**src/hw/rtl/jda_pkg.sv**
```systemverilog
// shared types, constants and helpers for the joystick direction autorepeat block
`timescale 1ns / 1ps
`default_nettype none

package jda_pkg;

	localparam int SAMPLE_BITS   = 10;
	localparam int HOLD_BITS_DEF = 16;
	localparam int CENTER_BITS   = 10;
	localparam int DELAY_BITS    = 16;
	localparam int CFG_DATA_BITS = 16;
	localparam int CFG_IDX_BITS  = 2;
	localparam int DIR_BITS      = 4;
	localparam int REP_BITS      = 8;

	// offset magnitude and signed difference widths
	localparam int MAG_BITS  = (SAMPLE_BITS > CENTER_BITS) ? SAMPLE_BITS : CENTER_BITS;
	localparam int DIFF_BITS = MAG_BITS + 1;

	localparam logic [CENTER_BITS-1:0] CENTER_X_RST  = CENTER_BITS'(512);
	localparam logic [CENTER_BITS-1:0] CENTER_Y_RST  = CENTER_BITS'(512);
	localparam logic [CENTER_BITS-1:0] DEAD_ZONE_RST = CENTER_BITS'(20);
	localparam logic [DELAY_BITS-1:0]  DELAY_RST     = DELAY_BITS'(200);

	// magnitude bands and repeat limits
	localparam int BAND_SLOW   = 100;
	localparam int BAND_MID    = 200;
	localparam int BAND_FAST_X = 340;
	localparam int BAND_FAST_Y = 300;
	localparam int REP_DIV     = 10;
	localparam logic [REP_BITS-1:0] LIMIT_SLOW    = REP_BITS'(1000 / REP_DIV);
	localparam logic [REP_BITS-1:0] LIMIT_MID     = REP_BITS'(500 / REP_DIV);
	localparam logic [REP_BITS-1:0] LIMIT_FAST    = REP_BITS'(250 / REP_DIV);
	localparam logic [REP_BITS-1:0] LIMIT_FASTEST = REP_BITS'(100 / REP_DIV);
	localparam logic [REP_BITS-1:0] REP_STEP      = REP_BITS'(2);

	// positions in the direction code
	localparam int DIR_UP    = 0;
	localparam int DIR_DOWN  = 1;
	localparam int DIR_LEFT  = 2;
	localparam int DIR_RIGHT = 3;

	// per-axis direction: bit 0 positive, bit 1 negative
	localparam int AXIS_POS = 0;
	localparam int AXIS_NEG = 1;

	typedef enum logic [CFG_IDX_BITS-1:0] {
		REG_CENTER_X  = 2'd0,
		REG_CENTER_Y  = 2'd1,
		REG_DEAD_ZONE = 2'd2,
		REG_DELAY     = 2'd3
	} reg_index_e;

	typedef struct packed {
		logic [SAMPLE_BITS-1:0] raw_x;
		logic [SAMPLE_BITS-1:0] raw_y;
		logic                   button_n;
	} in_item_t;

	typedef struct packed {
		logic [DIR_BITS-1:0] dir_bits;
		logic                button_pressed;
		logic                dir_changed;
		logic                button_changed;
	} out_item_t;

	typedef struct packed {
		logic [CENTER_BITS-1:0] center_x;
		logic [CENTER_BITS-1:0] center_y;
		logic [CENTER_BITS-1:0] dead_zone;
		logic [DELAY_BITS-1:0]  initial_delay;
	} cfg_t;

	typedef struct packed {
		logic                rearm;
		logic [REP_BITS-1:0] count;
	} axis_state_t;

	function automatic logic [MAG_BITS-1:0] mag_of(input logic signed [DIFF_BITS-1:0] d);
		logic [DIFF_BITS-1:0] neg;
		neg = -d;
		return d[DIFF_BITS-1] ? neg[MAG_BITS-1:0] : d[MAG_BITS-1:0];
	endfunction

endpackage

`default_nettype wire

```
**src/hw/rtl/jda_cfg_regs.sv**
```systemverilog
// configuration registers: centers, dead zone and initial delay
`timescale 1ns / 1ps
`default_nettype none

module jda_cfg_regs (
	input  wire logic                                 clk,
	input  wire logic                                 arst_n,
	input  wire logic                                 cfg_we,
	input  wire logic [jda_pkg::CFG_IDX_BITS-1:0]     cfg_index,
	input  wire logic [jda_pkg::CFG_DATA_BITS-1:0]    cfg_data,
	output jda_pkg::cfg_t                             cfg
);

	jda_pkg::cfg_t cfg_q;

	always_ff @(posedge clk or negedge arst_n) begin
		if (!arst_n) begin
			cfg_q.center_x      <= jda_pkg::CENTER_X_RST;
			cfg_q.center_y      <= jda_pkg::CENTER_Y_RST;
			cfg_q.dead_zone     <= jda_pkg::DEAD_ZONE_RST;
			cfg_q.initial_delay <= jda_pkg::DELAY_RST;
		end else if (cfg_we) begin
			case (jda_pkg::reg_index_e'(cfg_index))
				jda_pkg::REG_CENTER_X: begin
					cfg_q.center_x <= cfg_data[jda_pkg::CENTER_BITS-1:0];
				end
				jda_pkg::REG_CENTER_Y: begin
					cfg_q.center_y <= cfg_data[jda_pkg::CENTER_BITS-1:0];
				end
				jda_pkg::REG_DEAD_ZONE: begin
					cfg_q.dead_zone <= cfg_data[jda_pkg::CENTER_BITS-1:0];
				end
				jda_pkg::REG_DELAY: begin
					cfg_q.initial_delay <= cfg_data[jda_pkg::DELAY_BITS-1:0];
				end
				default: begin
					cfg_q <= cfg_q;
				end
			endcase
		end
	end

	assign cfg = cfg_q;

endmodule

`default_nettype wire

```
**src/hw/rtl/jda_axis.sv**
```systemverilog
// one axis: dead zone, hold delay and magnitude-banded repeat
`timescale 1ns / 1ps
`default_nettype none

module jda_axis #(
	parameter int HOLD_BITS = jda_pkg::HOLD_BITS_DEF,
	parameter int BAND_FAST = jda_pkg::BAND_FAST_X
) (
	input  wire logic [jda_pkg::MAG_BITS-1:0] mag,
	input  wire logic [jda_pkg::MAG_BITS-1:0] other_mag,
	input  wire logic [1:0]                   sign_code,
	input  wire jda_pkg::cfg_t                cfg,
	input  wire jda_pkg::axis_state_t         st_cur,
	input  wire logic [HOLD_BITS-1:0]         hold_cur,
	output jda_pkg::axis_state_t              st_nxt,
	output logic      [HOLD_BITS-1:0]         hold_nxt,
	output logic      [1:0]                   dir
);

	localparam int CMP_BITS = (HOLD_BITS > jda_pkg::DELAY_BITS) ?
		HOLD_BITS : jda_pkg::DELAY_BITS;

	logic [HOLD_BITS-1:0]         hold_inc;
	logic                         centered;
	logic                         other_centered;
	logic                         before_delay;
	logic [jda_pkg::REP_BITS-1:0] count_step;
	logic [jda_pkg::REP_BITS-1:0] limit;

	assign hold_inc       = (hold_cur == '1) ? hold_cur : hold_cur + 1'b1;
	assign centered       = mag < jda_pkg::MAG_BITS'(cfg.dead_zone);
	assign other_centered = other_mag < jda_pkg::MAG_BITS'(cfg.dead_zone);
	assign before_delay   = CMP_BITS'(hold_cur) < CMP_BITS'(cfg.initial_delay);
	assign count_step     = st_cur.count + jda_pkg::REP_STEP;

	always_comb begin
		if (mag < jda_pkg::MAG_BITS'(jda_pkg::BAND_SLOW)) begin
			limit = jda_pkg::LIMIT_SLOW;
		end else if (mag < jda_pkg::MAG_BITS'(jda_pkg::BAND_MID)) begin
			limit = jda_pkg::LIMIT_MID;
		end else if (mag < jda_pkg::MAG_BITS'(BAND_FAST)) begin
			limit = jda_pkg::LIMIT_FAST;
		end else begin
			limit = jda_pkg::LIMIT_FASTEST;
		end
	end

	always_comb begin
		st_nxt   = st_cur;
		hold_nxt = hold_cur;
		dir      = 2'b00;
		if (centered) begin
			st_nxt.rearm = 1'b1;
			hold_nxt     = other_centered ? '0 : hold_inc;
		end else if (before_delay) begin
			hold_nxt = hold_inc;
			dir      = sign_code;
		end else if (st_cur.rearm) begin
			st_nxt.rearm = 1'b0;
			st_nxt.count = '0;
			dir          = sign_code;
		end else begin
			st_nxt.count = count_step;
			if (count_step >= limit) begin
				st_nxt.rearm = 1'b1;
			end
		end
	end

endmodule

`default_nettype wire

```
**src/hw/rtl/jda_core.sv**
```systemverilog
// decode state and per-request direction logic for both axes
`timescale 1ns / 1ps
`default_nettype none

module jda_core #(
	parameter int HOLD_BITS = jda_pkg::HOLD_BITS_DEF
) (
	input  wire logic               clk,
	input  wire logic               arst_n,
	input  wire logic               step,
	input  wire jda_pkg::in_item_t  item,
	input  wire jda_pkg::cfg_t      cfg,
	output jda_pkg::out_item_t      result
);

	logic signed [jda_pkg::DIFF_BITS-1:0] dx;
	logic signed [jda_pkg::DIFF_BITS-1:0] dy;
	logic [jda_pkg::MAG_BITS-1:0]         mx;
	logic [jda_pkg::MAG_BITS-1:0]         my;
	logic [1:0]                           sx;
	logic [1:0]                           sy;
	logic [1:0]                           xs;
	logic [1:0]                           ys;
	logic [jda_pkg::DIR_BITS-1:0]         dir;
	logic                                 pressed;

	jda_pkg::axis_state_t st_x_q, st_y_q, st_x_nxt, st_y_nxt;
	logic [HOLD_BITS-1:0] hold_q, hold_mid, hold_nxt;
	logic [jda_pkg::DIR_BITS-1:0] last_dir_q;
	logic                         last_button_q;

	// positive x is right, positive y is up
	assign dx = $signed(jda_pkg::DIFF_BITS'(cfg.center_x) - jda_pkg::DIFF_BITS'(item.raw_x));
	assign dy = $signed(jda_pkg::DIFF_BITS'(item.raw_y) - jda_pkg::DIFF_BITS'(cfg.center_y));
	assign mx = jda_pkg::mag_of(dx);
	assign my = jda_pkg::mag_of(dy);

	assign sx[jda_pkg::AXIS_POS] = (dx != '0) && !dx[jda_pkg::DIFF_BITS-1];
	assign sx[jda_pkg::AXIS_NEG] = dx[jda_pkg::DIFF_BITS-1];
	assign sy[jda_pkg::AXIS_POS] = (dy != '0) && !dy[jda_pkg::DIFF_BITS-1];
	assign sy[jda_pkg::AXIS_NEG] = dy[jda_pkg::DIFF_BITS-1];

	jda_axis #(
		.HOLD_BITS (HOLD_BITS),
		.BAND_FAST (jda_pkg::BAND_FAST_X)
	) u_axis_x (
		.mag       (mx),
		.other_mag (my),
		.sign_code (sx),
		.cfg       (cfg),
		.st_cur    (st_x_q),
		.hold_cur  (hold_q),
		.st_nxt    (st_x_nxt),
		.hold_nxt  (hold_mid),
		.dir       (xs)
	);

	// y sees the hold count left by x
	jda_axis #(
		.HOLD_BITS (HOLD_BITS),
		.BAND_FAST (jda_pkg::BAND_FAST_Y)
	) u_axis_y (
		.mag       (my),
		.other_mag (mx),
		.sign_code (sy),
		.cfg       (cfg),
		.st_cur    (st_y_q),
		.hold_cur  (hold_mid),
		.st_nxt    (st_y_nxt),
		.hold_nxt  (hold_nxt),
		.dir       (ys)
	);

	// minor axis suppressed, equal magnitudes keep both
	always_comb begin
		dir                     = '0;
		dir[jda_pkg::DIR_UP]    = ys[jda_pkg::AXIS_POS] && !(mx > my);
		dir[jda_pkg::DIR_DOWN]  = ys[jda_pkg::AXIS_NEG] && !(mx > my);
		dir[jda_pkg::DIR_LEFT]  = xs[jda_pkg::AXIS_NEG] && !(mx < my);
		dir[jda_pkg::DIR_RIGHT] = xs[jda_pkg::AXIS_POS] && !(mx < my);
	end

	assign pressed = !item.button_n;

	always_comb begin
		result.dir_bits       = dir;
		result.button_pressed = pressed;
		result.dir_changed    = dir != last_dir_q;
		result.button_changed = pressed != last_button_q;
	end

	always_ff @(posedge clk or negedge arst_n) begin
		if (!arst_n) begin
			st_x_q        <= '0;
			st_y_q        <= '0;
			hold_q        <= '0;
			last_dir_q    <= '0;
			last_button_q <= 1'b0;
		end else if (step) begin
			st_x_q        <= st_x_nxt;
			st_y_q        <= st_y_nxt;
			hold_q        <= hold_nxt;
			last_dir_q    <= dir;
			last_button_q <= pressed;
		end
	end

endmodule

`default_nettype wire

```
**src/hw/rtl/joystick_direction_autorepeat.sv**
```systemverilog
// top level: request input register, decode core and result register
//
// channel   signals                          dir  notes
// in        in_valid, in_ready, in_data      in   raw_x, raw_y, button_n
// out       out_valid, out_ready, out_data   out  one result per request
// cfg       cfg_we, cfg_index, cfg_data      in   write only, no wait
//
// one request per cycle while out_ready holds; registered at input and at result
// the decode is one combinational pass from the input register to the result register
// a stalled result holds in the result register while the input register still fills
// arst_n clears the valid flags and core state and loads the register reset values
`timescale 1ns / 1ps
`default_nettype none

module joystick_direction_autorepeat #(
	parameter int HOLD_BITS = jda_pkg::HOLD_BITS_DEF
) (
	input  wire logic                              clk,
	input  wire logic                              arst_n,
	input  wire logic                              in_valid,
	output logic                                   in_ready,
	input  wire jda_pkg::in_item_t                 in_data,
	output logic                                   out_valid,
	input  wire logic                              out_ready,
	output jda_pkg::out_item_t                     out_data,
	input  wire logic                              cfg_we,
	input  wire logic [jda_pkg::CFG_IDX_BITS-1:0]  cfg_index,
	input  wire logic [jda_pkg::CFG_DATA_BITS-1:0] cfg_data
);

	jda_pkg::cfg_t      cfg;
	jda_pkg::in_item_t  item_s1;
	logic               valid_s1;
	jda_pkg::out_item_t result;
	jda_pkg::out_item_t out_q;
	logic               out_valid_q;
	logic               advance;

	assign advance  = valid_s1 && (!out_valid_q || out_ready);
	assign in_ready = !valid_s1 || advance;

	jda_cfg_regs u_cfg (
		.clk       (clk),
		.arst_n    (arst_n),
		.cfg_we    (cfg_we),
		.cfg_index (cfg_index),
		.cfg_data  (cfg_data),
		.cfg       (cfg)
	);

	jda_core #(
		.HOLD_BITS (HOLD_BITS)
	) u_core (
		.clk    (clk),
		.arst_n (arst_n),
		.step   (advance),
		.item   (item_s1),
		.cfg    (cfg),
		.result (result)
	);

	always_ff @(posedge clk or negedge arst_n) begin
		if (!arst_n) begin
			valid_s1 <= 1'b0;
		end else if (in_valid && in_ready) begin
			valid_s1 <= 1'b1;
		end else if (advance) begin
			valid_s1 <= 1'b0;
		end
	end

	always_ff @(posedge clk) begin
		if (in_valid && in_ready) begin
			item_s1 <= in_data;
		end
	end

	always_ff @(posedge clk or negedge arst_n) begin
		if (!arst_n) begin
			out_valid_q <= 1'b0;
		end else if (advance) begin
			out_valid_q <= 1'b1;
		end else if (out_ready) begin
			out_valid_q <= 1'b0;
		end
	end

	always_ff @(posedge clk) begin
		if (advance) begin
			out_q <= result;
		end
	end

	assign out_valid = out_valid_q;
	assign out_data  = out_q;

endmodule

`default_nettype wire
```
**config.mk**
```make
export PLATFORM = sky130hd
export DESIGN_NAME = joystick_direction_autorepeat
export DESIGN_NICKNAME = d
export VERILOG_FILES = /design/src/hw/rtl/jda_pkg.sv /design/src/hw/rtl/jda_cfg_regs.sv /design/src/hw/rtl/jda_axis.sv /design/src/hw/rtl/jda_core.sv /design/src/hw/rtl/joystick_direction_autorepeat.sv
export SDC_FILE = /design/constraint.sdc
export NUM_CORES = 1
export LEC_CHECK = 0
export BUFFER_PORTS_ARGS = -buffer_cell sky130_fd_sc_hd__buf_2
export CORE_AREA = 2 2 132 134
export DETAILED_ROUTE_END_ITERATION = 16
export DIE_AREA = 0 0 134 136
export PLACE_DENSITY = 0.69
export SLEW_MARGIN = 20
export SYNTH_ARGS = -nofsm -noshare
export SYNTH_HDL_FRONTEND = slang
export SYNTH_SLANG_ARGS = --single-unit
```
**constraint.sdc**
```tcl
create_clock -name clk -period 9.05 [get_ports clk]
set_input_delay 1.81 -clock clk [delete_from_list [all_inputs] [get_ports clk]]
set_output_delay 1.81 -clock clk [all_outputs]
set_load 0.01 [all_outputs]
```
-- Word level (Yosys, flattened, before mapping)
Cells that the tools add are included.
- bits in registers: 115
- input port bits: 44
- output and inout port bits: 9
- word-level logic and storage cells: 119
- $add $sub $neg: 8
- order comparisons: 14
- equality and inequality tests: 9
- muxes and demuxes: 34
- bitwise operators: 4
- reductions and logical operators: 30
- operators by type and width (cell ; number):
    $mux W16 ; 8
    $mux W9 ; 4
    $add A16 B1 Y16 const B ; 2
    $eq A16 B16 Y1 const B ; 2
    $lt A16 B16 Y1 ; 2
    $lt A10 B10 Y1 ; 3
    $reduce_bool A11 Y1 ; 2
    $sub A10 B10 Y11 ; 2
    $lt A10 B7 Y1 const B ; 2
    $lt A10 B8 Y1 const B ; 2
    $lt A10 B9 Y1 const B ; 2
    $mux W10 ; 2
    $neg A10 Y10 ; 2
    $add A8 B2 Y8 const B ; 2
    $ge A8 B8 Y1 ; 2
    $mux W7 ; 2
    $mux W2 ; 6
    $mux W6 ; 2
    $reduce_and A2 Y1 ; 6
    $gt A10 B10 Y1 ; 1
    $mux W5 ; 2
    $logic_and A1 B1 Y1 ; 8
    $mux W1 ; 8
    $logic_not A1 Y1 ; 7
    11 further kinds ; 18

-- Longest topological paths before layout
Gate-level depths: netlist (run 1).
- depth in word-level cells: 12
- mapped depth: 35
- gate-level depth less buffers: 32

-- Cells and area by module
Synthesis (run 1) repeated with hierarchy kept, for this count alone.
- cell total of the unflattened synthesis: 978
- area total of the unflattened synthesis: 9435.3 um^2
- modules (own cells, without submodules) (module ; instances ; cells each ; area each (um^2) ; sequential area each (um^2)):
    jda_core ; 1 ; 320 ; 3119.2 ; 975.9
    jda_cfg_regs ; 1 ; 100 ; 1794.2 ; 1159.9
    jda_axis (u_core.u_axis_y) ; 1 ; 267 ; 1789.2 ; 0.0
    jda_axis (u_core.u_axis_x) ; 1 ; 255 ; 1788.0 ; 0.0
    joystick_direction_autorepeat ; 1 ; 36 ; 944.7 ; 890.9

-- Worst setup path after synthesis (run 1)
Ideal clock, no wire load.
- path type: register to register
- start: reg u_cfg.cfg_q (netlist bit u_cfg.cfg[26])
- end: reg out_q (netlist bit out_data[1]) (data pin)
- setup time: 268 ps
- data arrival time: 6468 ps
- data required time: 8782 ps
- slack: 2313 ps
- cell stages (with the launch flop): 33
- path buffers: 2
- clock period less this slack: 6737 ps
- cells stage by stage: dfrtp_1 ha_1 fa_1 nor2b_1 o21ai_1 a21boi_0 nor2_1 or2_0 nor3b_1 nand2b_1 o31ai_1 xor2_1 inv_1 ha_1 a2111oi_0 o21ai_0 o22ai_1 and2_1 buf_2 buf_1 nor2_1 ha_1 a21o_1 a21o_1 a21oi_1 nor2_1 a211oi_1 nand3_1 o21ai_1 o221ai_1 nand3b_1 o211ai_1 o211ai_1
- RTL lines (item ; line ; text):
    from (decl) ; jda_cfg_regs.sv:14 ; jda_pkg::cfg_t cfg_q;
    from (signal assigned) ; jda_cfg_regs.sv:37 ; cfg_q <= cfg_q;
    to (signal assigned) ; joystick_direction_autorepeat.sv:90 ; out_q <= result;
    to (decl) ; joystick_direction_autorepeat.sv:35 ; jda_pkg::out_item_t out_q;

==> results of run 1 <==
[stage by stage]
stage                     worst slack, ps  instances  power, uW  area (sq um)  hold WS (ps)
after floorplan                      2310        974       1830          9030           457
after global placement               1350       1231       2200          9490           478
after detailed placement             1230       1231       2220          9490           489
after CTS                            1140       1263       2880         10100           500
after global routing                  386       1263       3130         10100           513
final                                1060       1263       2890         10100           495
[cell usage after synthesis (10+ instances only)]
master    instances
a31oi_1          13
nand2b_1         26
xnor2_1          29
inv_1            82
mux2_2           46
dfrtp_1          80
nand4_1          16
a21oi_1          44
nor2b_1          12
edfxtp_1         28
nor2_1           57
nand3b_1         10
nor3_1           20
a21o_1           10
nand2_1          81
ha_1             99
nand3_1          28
xor2_1           21
clkbuf_1         15
o21ai_0          62
[kinds of logic (layout without fill, tap and decap cells)]
family                     count (synthesis)  after routing  share of synthesized area, %
xor gates and xnor gates                  51             51                          5.11
muxes                                     51             51                          6.29
AOI/OAI and AO/OA                        231            231                          17.4
DFF                                      115            115                          33.5
buffers and inverters                    109            173                          4.93
adders and majority gates                101            101                          14.2
and+or+nand+nor                          316            316                          18.6
[sequential cells by signal (all words and copies together) (netlist names)]
signal                flops
u_core.last_button_q      1
item_s1                  21
u_core.st_y_q             9
u_core.last_dir_q         4
out_valid                 1
u_core.hold_q            16
out_data                  7
valid_s1                  1
u_core.st_x_q             9
u_cfg.cfg                46
[cells in the final DEF, fill, tap and decap left out, types with 29 or more instances in the layout]
master	Yosys	routed
xnor2_1	29	29
nand2_1	81	81
buf_2	5	51
inv_1	82	82
a21oi_1	44	44
dfrtp_1	80	80
mux2_2	46	46
ha_1	99	99
nor2_1	57	57
o21ai_0	62	62
[power by group through the flow]
stage               sequential, uW  clock [uW]  combinational, uW
CTS                            696         653               1540
global placement               704           0               1490
floorplan                      688           0               1140
global route                   709         679               1750
finish                         697         644               1550
detailed placement             705           0               1520
[area by class of cell]
type / count / area [sq um]
multi-input combinational: 750 / 5560
clock buffer: 23 / 478
timing repair buffer: 58 / 308
tap: 225 / 282
clock inverter: 9 / 82.6
inverter: 83 / 312
sequential: 115 / 3030
fill: 1480 / 6830
[path summary, 6_finish.rpt]
| path | to | cells after the start | slack, ps | startpoint |
|---|---|---|---|---|
| max | out_data[1] | 30 | 1060 | u_cfg.cfg[26] |
| min | out_valid | 1 | 490 | valid_s1 |
| max reg2reg | out_data[1] | 30 | 1060 | u_cfg.cfg[26] |
| min reg2reg | out_valid | 1 | 490 | valid_s1 |
| max in group asynchronous | u_core.hold_q[7] | 2 | 6560 | arst_n |
| min in group asynchronous | u_cfg.cfg[27] | 1 | 1270 | arst_n |
[critical path: cells and delay by family (launching register included)]
kind	cells	cell delay (ps)
and+or+nand+nor	9	2340
buffers and inverters	3	520
xor gates and xnor gates	1	400
DFF	1	410
AOI/OAI and AO/OA	13	3000
adders and majority gates	4	1050
[routing by layer]
| layer | track usage (%) | wire length (um) | up-vias |
|---|---|---|---|
| met3 | 4.33 | 1070 | 43 |
| met1 | 34.3 | 10200 | 3484 |
| met5 | 0 | 0 | - |
| met4 | 9.57 | 501 | 0 |
| met2 | 43.5 | 10100 | 203 |
| li1 | - | - | 3656 |
==> impl_metrics.tcl, run 1 <==
set metrics [dict create \
    fmax_ghz 0.125 \
    yosysWarnings 0 \
    track_usage_pct 26.1 \
    drc 0 \
    numCtsBuffers 17 \
    fin_util_pct 59.6 \
    period_needed_ps 7990 \
    post_cts_resized 0 \
    synth_top_area_share_pct 22.2 \
    synth_cell_types 89 \
    drv_cap 0 \
    clk_transition_reported_paths_ps 60 \
    coreArea_sq_um 16900 \
    cpPeakStageDelay_ps 690 \
    synth_nets 1119 \
    yosys_most_used_dff "dfrtp_1" \
    syn2layout_area_growth_pct 11.3 \
    wl_um 21900 \
    syn_inst 974 \
    status "finished, final reports clean" \
    combPwrFrac_pct 53.6 \
    dp_hpwl_um 16600 \
    slew_headroom_pct 39.6 \
    clk_latency_ps 430 \
    worstPathRequired_ps 9210 \
    ys_seq_elements 115 \
    cp.arrival_ps 8150 \
    die-area_sq_um 18200 \
    hold_viol 0 \
    holdBufCountCts 0 \
    finalNetCount 1170 \
    period_share_pct 88.2 \
    grt_max_degree 69 \
    seq_area_frac_synth_pct 33.5 \
    crit_fanout 18 \
    via_per_inst 5.85 \
    yosys.area.top_type "dfrtp_1" \
    synthTopCellsByArea "dfrtp_1, ha_1, edfxtp_1" \
    numClockSinks 115 \
    async_reset_ff_share_pct 75.7 \
    io_buffer_count 52 \
    startpoint_type "register" \
    clockBufferDepth 2 \
    cts_tree "built" \
    slowest_stage "and2_1" \
    power.density_nw_per_um2 288 \
    post-cts-setup-buffer-count 0 \
    ir_drop_mv 0.186 \
    io_pins 53 \
    htreeDepth 4 \
    setup_viol 0 \
    die_x_um 134 \
    antenna_found_initial 0 \
    clkPwrFrac_pct 22.3 \
    ant_nets 0 \
    drt_iter0_drc 509 \
    die_h_um 136 \
    internal_power_uw 1640 \
    syn_area_per_cell_sq_um 9.27 \
    gp_congestion 0.895 \
    critPathKind "reg2reg" \
    rsz0062_at_grt "no" \
    cpMostUsedCell "ha_1" \
    p_sw_share_pct 43.2 \
    tightest_slew_ps 906 \
    hold_path.class "reg2reg" \
    grt_pass1_wl_um 37000 \
    leakage_uw 0.00447 \
    ctsRootBufferMaster "clkbuf_16" \
    crit_path_end_kind "register" \
    rows 48 \
    grt_overflow 0 \
    setup_tns_ps 0 \
    p_seq_share_pct 24.1 \
    grt_pass1_vias 7425 \
    fin_skew_ps 10.8 \
    num_antenna_cells 0 \
    maxSlewViolCount 0 \
    first_pass_iters 5 \
    layout-drive-gt1-share_pct 16.2 \
    wl_per_cell_um 17.4 \
    initial_utilization_pct 53.5 \
    switchingPower_uw 1250 \
    synth_edf_count 28 \
    mappedNetlistArea_sq_um 9030 \
    vias 7386 \
]
(Power assumes the default switching activity.)
==> run 2, diff against run 1 <==
- CORE_AREA: 2 2 132 134 -> 2 2 139 127
- DIE_AREA: 0 0 134 136 -> 0 0 141 129
==> run 2 against run 1 <==
Routed wire length is 0.98% higher. Cell area decreased by 0.20%. Via count increased by 1.1%. Global-route usage fell by 0.52 points. Sequential share of layout area up 0.060 points. Critical path type unchanged. Power increased by 0.65%. Clock power grew 2%. Non-clock buffer count down 2. Combinational power hardly changed. Worst hold slack got worse by 4.2 ps. Clock skew fell by 1.6 ps. Clock-buffer cell count down 5.
==> impl_metrics.tcl, run 2 (synthesis gave the netlist of run 1 again) <==
set metrics [dict create \
    dp_hpwl_um 16700 \
    whs_path_depth 1 \
    numCtsBuffers 17 \
    slew_headroom_pct 33.0 \
    num_antenna_cells 0 \
    r2r_cells 29 \
    grt_overflow 0 \
    clk_latency_ps 430 \
    syn2layout_area_growth_pct 11.0 \
    wl_um 22200 \
    cpMostUsedCell "ha_1" \
    finalNetCount 1168 \
    io_pins 53 \
    cpPeakStageDelay_ps 760 \
    grt_max_degree 57 \
    holdBufCountCts 0 \
    die_h_um 129 \
    clk_transition_reported_paths_ps 60 \
    total_power_uw 2910 \
    vias 7465 \
    finish.instance_area_sq_um 10000 \
    hold_viol 0 \
    first_pass_iters 6 \
    r2r_start "u_cfg.cfg[26]" \
    ctsRootBufferMaster "clkbuf_16" \
    critPathKind "reg2reg" \
    clockBufferDepth 2 \
    startpoint_type "register" \
    crit_path_end_kind "register" \
    status "finished, final reports clean" \
    setup_tns_ps 0 \
    fmax_ghz 0.123 \
    wl_per_cell_um 17.8 \
    final_common_cell "ha_1" \
    r2r_end "out_data[1]" \
    post_cts_resized 0 \
    ant_nets 0 \
    fillers 1445 \
    die_x_um 141 \
    htreeDepth 4 \
    hp-start "valid_s1" \
    die-area_sq_um 18200 \
    largest_register_ffs 46 \
    drv_cap 0 \
    gp_congestion 0.915 \
    r2r_slack_ps 910 \
    initial_utilization_pct 54.0 \
    period_share_pct 90.0 \
    hold_path.class "reg2reg" \
    slowest_stage "and2_1" \
    cp.arrival_ps 8310 \
    tightest_slew_ps 1010 \
    cts_tree "built" \
    period_needed_ps 8140 \
    final_cell_mix "ha_1, inv_1, nand2_1" \
    rsz0062_at_grt "no" \
    dpl-instance-area_sq_um 9460 \
    track_usage_pct 25.6 \
    fin_skew_ps 9.20 \
    multiInputGateArea_sq_um 5560 \
    numClockSinks 115 \
    drc 0 \
    power.density_nw_per_um2 290 \
    crit_fanout 19 \
    io_buffer_count 52 \
    grt_pass1_vias 7087 \
    ir_drop_mv 0.234 \
    regArea_sq_um 3030 \
    grt_pass1_wl_um 36400 \
    drt_iter0_drc 627 \
    fin_util_pct 60.0 \
    coreArea_sq_um 16700 \
    rows 45 \
    min_to "out_valid" \
    antenna_found_initial 0 \
    worstPathRequired_ps 9210 \
    layout-drive-gt1-share_pct 16.1 \
    via_per_inst 5.99 \
    maxSlewViolCount 0 \
    leakage_uw 0.00447 \
    setup_viol 0 \
    post-cts-setup-buffer-count 0 \
]
==> run 2: cell count changes in the layout (fill, tap and decap cells not counted) <==
cell        previous run  this run
clkbuf_8               3         0
clkinv_4               2         6
clkbuf_1               3         1
inv_8                  0         2
buf_4                  7         5
clkinv_2               4         1
and2_2                 1         0
clkinvlp_4             2         0
inv_6                  0         4
and2_1                 7         8
==> run 2: per-stage QoR <==
step                cells  hold WS (ps)  worst slack [ps]
global placement     1215           474              1250
finish               1247           491               908
detailed placement   1215           489              1120
CTS                  1247           494              1070
global route         1247           515               386
floorplan             974           457              2310
==> run 2: critical path, delay by kind of cell, from the launching register on <==
kind | cells | cell delay [ps]
DFF | 1 | 400
buffers and inverters | 2 | 230
adders and majority gates | 4 | 1060
AOI/OAI and AO/OA | 13 | 3270
xor gates and xnor gates | 1 | 340
and+or+nand+nor | 9 | 2590
==> run 2: area by class of cell <==
type | count | share of cell area, %
Multi-Input combinational cell | 750 | 55.4
Clock buffer | 18 | 4.28
Tap cell | 211 | 2.63
Sequential cell | 115 | 30.2
Clock inverter | 14 | 1.45
Timing Repair Buffer | 56 | 2.92
Inverter | 83 | 3.11
==> run 2: how the worst max path moves through the flow <==
stage,from,endpoint,slack (ps),cells after the start
CTS,u_cfg.cfg[26],out_data[1],1070,30
detailed placement,u_cfg.cfg[26],out_data[1],1120,30
global route,u_cfg.cfg[26],out_data[1],390,30
floorplan,u_cfg.cfg[26],out_data[1],2310,32
finish,u_cfg.cfg[26],out_data[1],910,29
global placement,u_cfg.cfg[26],out_data[1],1250,30
==> run 2: per-layer routing <==
layer	track usage [%]	up-vias	part of all wire (%)
li1	-	3656	-
met1	35.1	3579	48
met2	41.1	206	45
met3	6.70	24	5.7
met4	5.65	0	1.1
met5	0	-	0
==> run 2: power by group <==
| part | switching (uW) | internal [uW] |
|---|---|---|
| clock network | 273 | 386 |
| registers | 70.8 | 630 |
| logic | 946 | 607 |
| total | 1290 | 1620 |
